File: src/rtl/core/vtpd_pkg.sv
// Package for the vertex transform and perspective divide block.
// Holds the payload structs, the fixed-point constants and the shared widths.
`timescale 1ns / 1ps
`default_nettype none
package vtpd_pkg;
  localparam int FRAC_BITS = 16;
  localparam int NUM_REGS  = 8;
  localparam int IDX_W     = 3;
  // Products are 64 bits; the row sum of three products plus an entry fits 67 bits.
  localparam int SUM_W     = 67;
  // Transformed component after the shift.
  localparam int T_W       = SUM_W - FRAC_BITS;
  // Magnitude of a component (|T| < 2^(T_W-1) plus one bit headroom).
  localparam int MAG_W     = T_W;
  // Quotient bits kept: 32 plus a saturation guard bit.
  localparam int Q_W       = 33;
  // Dividend magnitude is |T| * 2^FRAC_BITS.
  localparam int N_W       = MAG_W + FRAC_BITS;
  localparam int STEPS     = N_W;

  localparam logic [31:0] SAT_POS = 32'h7FFF_FFFF;
  localparam logic [31:0] SAT_NEG = 32'h8000_0000;

  typedef struct packed {
    logic signed [31:0] in_x;
    logic signed [31:0] in_y;
    logic signed [31:0] in_z;
    logic               in_last;
  } vtx_in_t;

  typedef struct packed {
    logic signed [31:0] out_x;
    logic signed [31:0] out_y;
    logic signed [31:0] out_z;
    logic               divide_fault;
    logic               out_last;
  } vtx_out_t;

  // State of one lane of the divider chain.
  typedef struct packed {
    logic [MAG_W-1:0] rem;
    logic [N_W-1:0]   num;
    logic [Q_W-1:0]   quo;
    logic             ovf;
  } div_lane_t;

  // What travels alongside the three division lanes.
  typedef struct packed {
    logic [MAG_W-1:0] den;
    logic [2:0]       neg;
    logic [2:0]       nonneg_num;
    logic             fault;
    logic             last;
  } div_ctl_t;
endpackage
`default_nettype wire

File: src/rtl/core/vtpd_div_cell.sv
// One cell of the restoring divider chain: one quotient bit for each of the
// three lanes per cycle while the pipeline advances. Depends on vtpd_pkg.
`timescale 1ns / 1ps
`default_nettype none
module vtpd_div_cell (
  input  wire logic                clk,
  input  wire logic                rst_n,
  input  wire logic                adv,
  input  wire logic                in_vld,
  input  wire vtpd_pkg::div_lane_t in_lane [3],
  input  wire vtpd_pkg::div_ctl_t  in_ctl,
  output logic                     out_vld,
  output vtpd_pkg::div_lane_t      out_lane [3],
  output vtpd_pkg::div_ctl_t       out_ctl
);
  import vtpd_pkg::*;

  div_lane_t lane_r [3];
  div_ctl_t  ctl_r;
  logic      vld_r;
  div_lane_t lane_nxt [3];

  always_comb begin
    for (int i = 0; i < 3; i++) begin
      logic [MAG_W:0] trial;
      trial = {in_lane[i].rem, in_lane[i].num[N_W-1]};
      lane_nxt[i].num = {in_lane[i].num[N_W-2:0], 1'b0};
      lane_nxt[i].ovf = in_lane[i].ovf | in_lane[i].quo[Q_W-1];
      if (trial >= {1'b0, in_ctl.den}) begin
        lane_nxt[i].rem = MAG_W'(trial - {1'b0, in_ctl.den});
        lane_nxt[i].quo = {in_lane[i].quo[Q_W-2:0], 1'b1};
      end else begin
        lane_nxt[i].rem = MAG_W'(trial);
        lane_nxt[i].quo = {in_lane[i].quo[Q_W-2:0], 1'b0};
      end
    end
  end

  always_ff @(posedge clk) begin
    if (!rst_n) begin
      vld_r <= 1'b0;
    end else if (adv) begin
      vld_r <= in_vld;
    end
  end

  always_ff @(posedge clk) begin
    if (adv) begin
      lane_r <= lane_nxt;
      ctl_r  <= in_ctl;
    end
  end

  assign out_vld  = vld_r;
  assign out_lane = lane_r;
  assign out_ctl  = ctl_r;
endmodule
`default_nettype wire

File: config.mk
export PLATFORM = sky130hd
export DESIGN_NAME = vtpd_div_cell
export DESIGN_NICKNAME = d
export VERILOG_FILES = /design/src/rtl/core/vtpd_pkg.sv /design/src/rtl/core/vtpd_div_cell.sv
export SDC_FILE = /design/constraint.sdc
export NUM_CORES = 1
export LEC_CHECK = 0
export BUFFER_PORTS_ARGS = -buffer_cell sky130_fd_sc_hd__buf_2
export CAP_MARGIN = 20
export CORE_AREA = 2 2 404 406
export DETAILED_ROUTE_END_ITERATION = 10
export DIE_AREA = 0 0 406 408
export PLACE_DENSITY_LB_ADDON = 0.08
export SLEW_MARGIN = 20
export SYNTH_ARGS = -nofsm -noshare
export SYNTH_HDL_FRONTEND = slang
export SYNTH_SLANG_ARGS = --single-unit
File: constraint.sdc
create_clock -name clk -period 4.1 [get_ports clk]
set_input_delay 0.41 -clock clk [delete_from_list [all_inputs] [get_ports clk]]
set_output_delay 0.41 -clock clk [all_outputs]
set_load 0.05 [all_outputs]
Word-level counts from Yosys, hierarchy flattened --
Index checks and enable logic that the tools add are counted.
Word-level totals: register bits 513, input port bits 519, output and inout bits 516, word-level logic and storage cells 33
Cells by class: add/subtract/negate cells 3, order comparisons 3, multiplexer cells 6, bitwise logic cells 3
Operators with widths (number):
- 52-bit by 51-bit greater-or-equal comparator with 1-bit output | 3
- 51-bit two-way mux | 3
- 51-bit subtractor | 3
- 1-bit two-way mux | 3
- 1-bit bitwise OR | 3

Depth between registers and ports, before layout --
Gate-level depths: netlist of the first run.
word-level depth 2, gate-level depth with buffers 15, depth with buffers taken out 14

Least setup slack after synthesis of the first run --
OpenSTA, ideal clock, no wires.
kind input to register, from in in_ctl[18] in the netlist's numbering, to reg lane_r, in the netlist out_lane[428] (data pin), setup time 0.260 ns, arrival time 3.236 ns, required time 3.840 ns, slack 0.604 ns, stages on the path 13, path buffers 2, cell sequence inv_1 > ha_1 > buf_6 > and3_1 > a221o_1 > or4_1 > a2bb2oi_1 > a22o_1 > a31o_4 > a311oi_4 > inv_2 > buf_6 > mux2_4
RTL lines:
- from (decl) | line vtpd_div_cell.sv:11 | input wire vtpd_pkg::div_ctl_t in_ctl,
- to (signal assigned) | line vtpd_div_cell.sv:49 | lane_r <= lane_nxt;
- to (decl) | line vtpd_div_cell.sv:18 | div_lane_t lane_r [3];

==> flow_summary.ini, run 1 <==
[outcome]
status = completed

[floorplan]
die_y_um = 408
row_count = 148
pin_count = 1035
chipWidth_um = 406
die_area_um2 = 165600
start_util_pct = 16.34
core_um2 = 161700

[synthesis]
synth-main-ff-cell = edfxtp_1
yosysMostFrequentCell = edfxtp_1
synth.area.top_cells = edfxtp_1 (58%), ha_1 (7.2%), a21oi_1 (4.6%)
async_flop_share_pct = 0
synth_area_um2 = 26420
avgSynthCellArea_um2 = 12.11
syn_inst = 2182
synth.top_cell.area_share_pct = 58.20
ys_seq_area_share_pct = 58.28
synth_warnings = 0
yosysTopAreaCell = edfxtp_1
ys_types = 70
synth_seq_cells = 513
synth_edf_count = 512
synth_commonest_cells = edfxtp_1 (512), a21oi_1 (241), ha_1 (153), nand2_1 (141), nor2_1 (138)

[power]
p_int_w = 0.01166
vdd_drop_max_mv = 0.2591
p_clk_share_pct = 32.9
sw_frac_of_total_pct = 37.02
p_comb_share_pct = 31.3
pwr-share-seq_pct = 35.7
p_per_area_nw_per_um2 = 445.9
cellLeakagePower_nw = 17.69
p_switching_w = 0.006856

[sta]
rsz0062_at_grt = no
finalCritPeriodShare_pct = 96.84
max-slew-margin-rel_pct = 53.85
min_period_ns = 3.971
drv_slew = 0
finalHoldViolations = 0
tightest_slew_ns = 0.6836
fin_ws_ns = 0.1294
tns_ns = 0
finalClockSkew_ns = 0
hold_ws_ns = 0.08758
setup_viol = 0
max_freq_mhz = 251.9

[route]
drc_errors = 0
wl_um = 148200
routedWlPerCell_um = 24.64
dr.first_iter.drc_count = 1221
dr_total_vias = 24040
drtPass1Iterations = 9
vias_per_cell = 3.997
ant_nets = 0

[finish]
finalCoreUtilization_pct = 25.69
drive_gt1_share_pct = 37.31
area_delta_synth_final_pct = 57.23
fin_cells = 6014
nets = 4438

[clock_tree]
htree_levels = 3
cts_setup_buffers = 0
path_clk_slew_ns = 0.05
clock_latency_ns = 0.67
clockRootBuffer = clkbuf_16
cts_buffer_depth = 3
cts_sinks = 513
cts_tree = yes
numCtsBuffers = 71

[setup_path]
worst-path-stages = 14
startpoint = in_ctl[18]
cp_top_family = compound AO/OA/AOI/OAI gates
required_ns = 4.50
max_stage_delay_ns = 0.54
critical_path_class = in -> reg
critPathCapture = out_lane[428]
critPathLaunchType = input pin
end_kind = flop
reg2reg_depth = 3
cp_max_fo = 15
r2r-start = out_vld
arrival_ns = 4.37
cpMaxStageDelayCell = dlygate4sd3_1
path_cells = dlygate4sd3_1 > buf_2 > inv_1 > ha_1 > and3_1 > a221o_1 > or4_1 > a2bb2oi_1 > a22o_1 > a31o_4 > a311oi_4 > inv_2 > buf_12 > mux2_4
reg2reg_slack_ns = 2.94
r2r_end = out_vld
path_buf_inv = 5

[placed_design]
hpwlAfterDp_um = 123400
globalplace.congestion = 0.7938
port_buffers = 1031
pre_cts_slack_ns = -0.3798
place_inst = 5499

[run]
drv_cap = 0

[min_path]
min_path_cells = 3
hold_path_class = in -> reg

[grt]
antenna_found_initial = 53
gr-total-overflow = 0
grt_max_degree = 95
first_global_vias = 25550
grt_pass1_wl_um = 199200
track_usage_pct = 17.21
-- placed cells by master, fill, tap and decap left out, drive strengths merged, types with 9 or more instances in the layout --
cell type,n
nand2b,9
inv,92
o31ai,14
dlygate4sd3,366
nor3,33
mux2,64
ha,153
nor2b,18
o21ai,101
a21o,96
a211oi,11
nand4,53
nor2,138
o21a,23
a31oi,21
nand3,29
clkinv,33
o211ai,10
buf,1236
diode,22
o21bai,37
a21oi,241
and2,14
and3,21
clkbuf,85
xor2,59
edfxtp,512
or3,10
nand2,141
xnor2,76
-- registers in the layout, indices dropped and copies added, names as in the netlist --
register  cells
out_ctl      59
out_lane    453
out_vld       1
-- worst min path at each step --
stage,to,from,slack [ns]
6_report,out_lane[445],in_lane[444],0.09
3_3_place_gp,out_vld,out_vld,0.51
3_5_place_dp,out_vld,out_vld,0.52
5_1_grt,out_lane[103],in_lane[102],0.04
4_1_cts,out_lane[416],in_lane[415],0.002
2_1_floorplan,out_ctl[0],in_ctl[0],0.51
-- cell type report --
cell class	instances	area (um2)
inverters	92	345.3
diodes	22	55.05
clock buffers	85	1851
clock inverters	42	391.6
repair buffers	1602	10520
flip-flops and latches	513	15390
fillers	17450	120100
well taps	2175	2721
multi-input cells	1483	10250
-- power by group through the flow --
| stage | Combinational [W] | Clock, W | Sequential (W) |
|---|---|---|---|
| floorplan | 0.00155 | 0 | 0.00860 |
| global placement | 0.00562 | 0 | 0.00673 |
| detailed placement | 0.00556 | 0 | 0.00672 |
| CTS | 0.00590 | 0.00643 | 0.00663 |
| global route | 0.00616 | 0.00659 | 0.00667 |
| finish | 0.00580 | 0.00610 | 0.00662 |
-- tightest hold or removal path, delay by kind of cell --
kind	cells	cell delay, ns
buffers and inverters	1	0.09
and+or+nand+nor	1	0.04
AOI/OAI and AO/OA	1	0.06
-- cells by family (layout without fill, tap and decap cells) --
kind of cell / Yosys count / after routing / synth area share [%]
xor gates and xnor gates: 135 / 135 / 4.476
muxes: 69 / 69 / 2.932
AOI/OAI and AO/OA: 620 / 620 / 14.74
DFF: 513 / 513 / 58.28
adders and majority gates: 156 / 156 / 7.474
other: 1 / 25 / 0.01420
and+or+nand+nor: 500 / 500 / 9.061
buffers and inverters: 188 / 1821 / 3.022
-- metal layers --
| metal | track usage [%] | vias up | share of wire [%] |
|---|---|---|---|
| li1 | - | 11460 | - |
| met1 | 18.30 | 11560 | 37 |
| met2 | 31.16 | 755 | 51 |
| met3 | 5.217 | 212 | 7.4 |
| met4 | 7.403 | 44 | 4.2 |
| met5 | 0 | - | 0.19 |
-- through the flow --
step | power (W) | cell area (um2)
2_1_floorplan | 0.01016 | 26420
5_1_grt | 0.01942 | 41510
3_5_place_dp | 0.01228 | 35550
3_3_place_gp | 0.01235 | 35550
4_1_cts | 0.01897 | 41460
6_report | 0.01852 | 41540
-- timing repair --
item	in CTS	in global routing
endpoints found under the hold margin	362	0
gates resized for setup	0	6
endpoints found under the setup margin	0	47
hold buffers	366	0
Power figures use the tool's default switching activity.
==> run 2, diff against run 1 <==
--- a/config.mk
+++ b/config.mk
@@ -10,7 +10,7 @@
 export CORE_AREA = 2 2 404 406
 export DETAILED_ROUTE_END_ITERATION = 10
 export DIE_AREA = 0 0 406 408
-export PLACE_DENSITY_LB_ADDON = 0.08
+export PLACE_DENSITY = 0.42
 export SLEW_MARGIN = 20
 export SYNTH_ARGS = -nofsm -noshare
 export SYNTH_HDL_FRONTEND = slang
==> flow_summary.ini, run 2 (synthesis results as in run 1) <==
[grt]
grt_pass1_wl_um = 211800
antenna_found_initial = 71
first_global_vias = 25560
grt_max_degree = 87
track_usage_pct = 18.71
gr-total-overflow = 0

[route]
vias_per_cell = 4.122
dr_total_vias = 24880
dr.first_iter.drc_count = 1464
routedWlPerCell_um = 26.74
wl_um = 161400
drtPass1Iterations = 5
ant_nets = 0
drc_errors = 0

[setup_path]
end_kind = flop
path_cells = dlygate4sd3_1 > buf_2 > inv_1 > ha_1 > a21o_1 > a221o_1 > or4_1 > a2bb2oi_1 > a22o_1 > a31o_4 > a311oi_4 > inv_2 > buf_12 > buf_4 > nor2_1 > a21oi_1
required_ns = 4.49
cp_max_fo = 9
max_stage_delay_ns = 0.54
cpMaxStageDelayCell = dlygate4sd3_1
critPathLaunchType = input pin
critical_path_class = in -> reg
reg2reg_depth = 2
arrival_ns = 4.32

[clock_tree]
cts_sinks = 513
clockRootBuffer = clkbuf_16
cts_tree = yes
path_clk_slew_ns = 0.05
cts_buffer_depth = 3
numCtsBuffers = 69
cts_setup_buffers = 0
htree_levels = 3
clock_latency_ns = 0.64

[finish]
mostFrequentLayoutCells = buf_2 (1030), edfxtp_1 (512), dlygate4sd3_1 (372), a21oi_1 (241), buf_4 (210)
area_delta_synth_final_pct = 58.08
finalCoreUtilization_pct = 25.83
drive_gt1_share_pct = 37.46
largest_reg_flops = 453
nets = 4460
final_common_cell = buf_2

[run]
drv_cap = 0

[sta]
rsz0062_at_grt = no
max-slew-margin-rel_pct = 36.35
drv_slew = 0
finalCritPeriodShare_pct = 95.79
setup_viol = 0
hold_ws_ns = 0.04620
tightest_slew_ns = 0.9548
max_freq_mhz = 254.6
finalClockSkew_ns = 0
min_period_ns = 3.927
finalHoldViolations = 0

[power]
cellLeakagePower_nw = 17.81
vdd_drop_max_mv = 0.2983
p_per_area_nw_per_um2 = 450.1

[floorplan]
die_area_um2 = 165600
chipWidth_um = 406
start_util_pct = 16.34
row_count = 148
pin_count = 1035
die_y_um = 408
core_um2 = 161700

[min_path]
hold_path_class = in -> reg
min_path_cells = 1

[outcome]
status = completed

[placed_design]
hpwlAfterDp_um = 135600
globalplace.congestion = 0.8654
port_buffers = 1031
[run 2: metrics by stage]
step	total power, W	setup TNS [ns]	worst slack [ns]	cells	cell area, um2
2_1_floorplan	0.01016	0	0.6037	2184	26420
3_5_place_dp	0.01239	-14.32	-0.2555	5517	35700
6_report	0.01880	0	0.1726	6036	41760
5_1_grt	0.01956	0	0.01548	6027	41740
3_3_place_gp	0.01242	-14.36	-0.2658	5517	35700
4_1_cts	0.01914	0	0.1043	6014	41690
[run 2: where the power goes]
part | leakage [nW] | internal [W] | total (W) | switching, W
Sequential | 5.02 | 0.00645 | 0.00665 | 0.000205
Clock | 1.08 | 0.00359 | 0.00623 | 0.00264
Combinational | 11.7 | 0.00181 | 0.00591 | 0.00410
Total | 17.8 | 0.0118 | 0.0188 | 0.00695
[run 2: path summary, 6_finish.rpt]
| kind | from | end | slack (ns) |
|---|---|---|---|
| worst min register to register | out_vld | out_vld | 0.53 |
| worst min-delay path | in_ctl[56] | out_ctl[56] | 0.05 |
| worst max-delay path | in_ctl[15] | out_lane[423] | 0.17 |
| worst max register to register | out_vld | out_vld | 3.50 |
[run 2: what timing repair did]
item / in CTS / in global routing
setup endpoints to repair: 0 / 40
hold endpoints to repair: 369 / 0
hold buffers: 372 / 0
gates resized for setup: 0 / 2
[run 2: area by class of cell]
| type | instances | area (um2) |
|---|---|---|
| antenna | 22 | 55.05 |
| clock buffer | 84 | 1793 |
| clock inverter | 41 | 475.5 |
| fill | 17300 | 119900 |
| inverter | 92 | 345.3 |
| multi-input combinational | 1483 | 10240 |
| sequential | 513 | 15390 |
| tap | 2175 | 2721 |
| timing repair buffer | 1626 | 10730 |
[run 2: critical path, delay by kind of cell]
kind                       cells  cell delay [ns]
AOI/OAI and AO/OA              7             1.80
buffers and inverters          6             1.31
and+or+nand+nor                2             0.49
adders and majority gates      1             0.29
[run 2: routing by layer]
| metal | share of wire, % | global-route usage, % | vias to the layer above |
|---|---|---|---|
| li1 | - | - | 11490 |
| met5 | 0.18 | 0 | - |
| met4 | 3.6 | 6.134 | 46 |
| met3 | 6.9 | 5.248 | 249 |
| met1 | 38 | 20.29 | 12200 |
| met2 | 52 | 34.58 | 894 |
==> run 3, diff against run 2 <==
==> constraint.sdc (replaced) <==
create_clock -name clk -period 4.9 [get_ports clk]
set_input_delay 0.49 -clock clk [delete_from_list [all_inputs] [get_ports clk]]
set_output_delay 0.49 -clock clk [all_outputs]
set_load 0.05 [all_outputs]
==> flow_summary.ini, run 3 (synthesis results as in run 1) <==
[floorplan]
pin_count = 1035
start_util_pct = 16.34
die_area_um2 = 165600
die_y_um = 408
row_count = 148
core_um2 = 161700
chipWidth_um = 406

[finish]
finish.instance_area_um2 = 40270
area_delta_synth_final_pct = 52.45
mostFrequentLayoutCells = buf_2 (1030), edfxtp_1 (512), dlygate4sd3_1 (343), a21oi_1 (241), ha_1 (153)
finalCoreUtilization_pct = 24.91
drive_gt1_share_pct = 34.86
largest_reg_flops = 453
nets = 4257
final_common_cell = buf_2

[placed_design]
pre_cts_slack_ns = 0.5001
port_buffers = 1031
placed_area_um2 = 34290
globalplace.congestion = 0.8494
hpwlAfterDp_um = 134500

[route]
drtPass1Iterations = 5
ant_nets = 0
wl_um = 161100
routedWlPerCell_um = 27.58
drc_errors = 0
dr_total_vias = 24210
dr.first_iter.drc_count = 1375
vias_per_cell = 4.143

[sta]
fin_ws_ns = 0.6105
finalCritPeriodShare_pct = 87.54
min_period_ns = 4.290
tightest_slew_ns = 0.8437
max-slew-margin-rel_pct = 43.76
setup_viol = 0
rsz0062_at_grt = no
tns_ns = 0
max_freq_mhz = 233.1
finalClockSkew_ns = 0
drv_slew = 0
finalHoldViolations = 0

[clock_tree]
cts_sinks = 513
numCtsBuffers = 73
htree_levels = 3
clock_latency_ns = 0.66
post_cts_resized = 0
path_clk_slew_ns = 0.06
cts_buffer_depth = 3
cts_tree = yes
clockRootBuffer = clkbuf_16

[setup_path]
arrival_ns = 4.72
reg2reg_slack_ns = 4.32
r2r_end = out_vld
reg2reg_depth = 2
end_kind = flop
cp_max_fo = 45
required_ns = 5.33
critical_path_class = in -> reg
r2r-start = out_vld
critPathLaunchType = input pin

[power]
vdd_drop_max_mv = 0.2356
p_per_area_nw_per_um2 = 395.2
cellLeakagePower_nw = 16.92

[min_path]
hold-path-endpoint = out_ctl[24]
holdCritStartpoint = in_ctl[24]
hold_path_class = in -> reg
min_path_cells = 1

[grt]
track_usage_pct = 18.69
antenna_found_initial = 67
grt_max_degree = 95
gr-total-overflow = 0
first_global_vias = 24560
grt_pass1_wl_um = 210200

[run]
drv_cap = 0

[outcome]
status = completed
run 3: cell type report:
type,count,area [um2]
Antenna cell,28,70.07
Sequential cell,513,15390
Multi-Input combinational cell,1483,10230
Clock inverter,49,590.6
Inverter,92,345.3
Clock buffer,84,1888
Fill cell,17310,121400
Timing Repair Buffer,1419,9029
Tap cell,2175,2721
run 3: per-layer routing:
metal	vias up	part of all wire, %	GRT usage [%]	wire [um]
li1	11100	-	-	-
met1	11910	38	20.53	61420
met2	918	51	33.77	81670
met3	240	6.6	5.033	10650
met4	38	4.4	7.429	7137
met5	-	0.16	0	257
run 3: how the worst max path moves through the flow:
stage / startpoint / end / cells after the start
after floorplan: in_ctl[18] / out_lane[428] / 13
final: in_ctl[18] / out_lane[428] / 14
after global placement: in_ctl[18] / out_lane[428] / 13
after CTS: in_ctl[18] / out_lane[428] / 14
after detailed placement: in_ctl[18] / out_lane[428] / 13
after global routing: in_ctl[41] / out_lane[106] / 15
run 3: metrics by stage:
stage / std cells / hold WS (ns) / total power (W)
3_5_place_dp: 5339 / 0.5046 / 0.01020
5_1_grt: 5833 / 0.01412 / 0.01658
4_1_cts: 5815 / 0.0003344 / 0.01623
2_1_floorplan: 2184 / 0.5889 / 0.008497
3_3_place_gp: 5339 / 0.5026 / 0.01023
6_report: 5843 / 0.06966 / 0.01592
run 3: critical path: stages:
cell and delay, ns:
dlygate4sd3_1 0.55, buf_2 0.15, inv_1 0.18, ha_1 0.41, and3_1 0.25, a221o_1 0.36, or4_1 0.42, a2bb2oi_1 0.19
a22o_1 0.36, a31o_4 0.32, a311oi_4 0.30, inv_2 0.07, buf_4 0.27, mux2_4 0.35
run 3: report_power, final:
part	internal, W	switching (W)
logic	0.00134	0.00342
registers	0.00540	0.000171
clock network	0.00328	0.00231
run 3: timing repair:
item | 4_1_cts | 5_1_grt
hold endpoints to repair | 342 | 0
hold buffers | 343 | 0
setup buffers | 0 | 0
endpoints found under the setup margin | 0 | 0
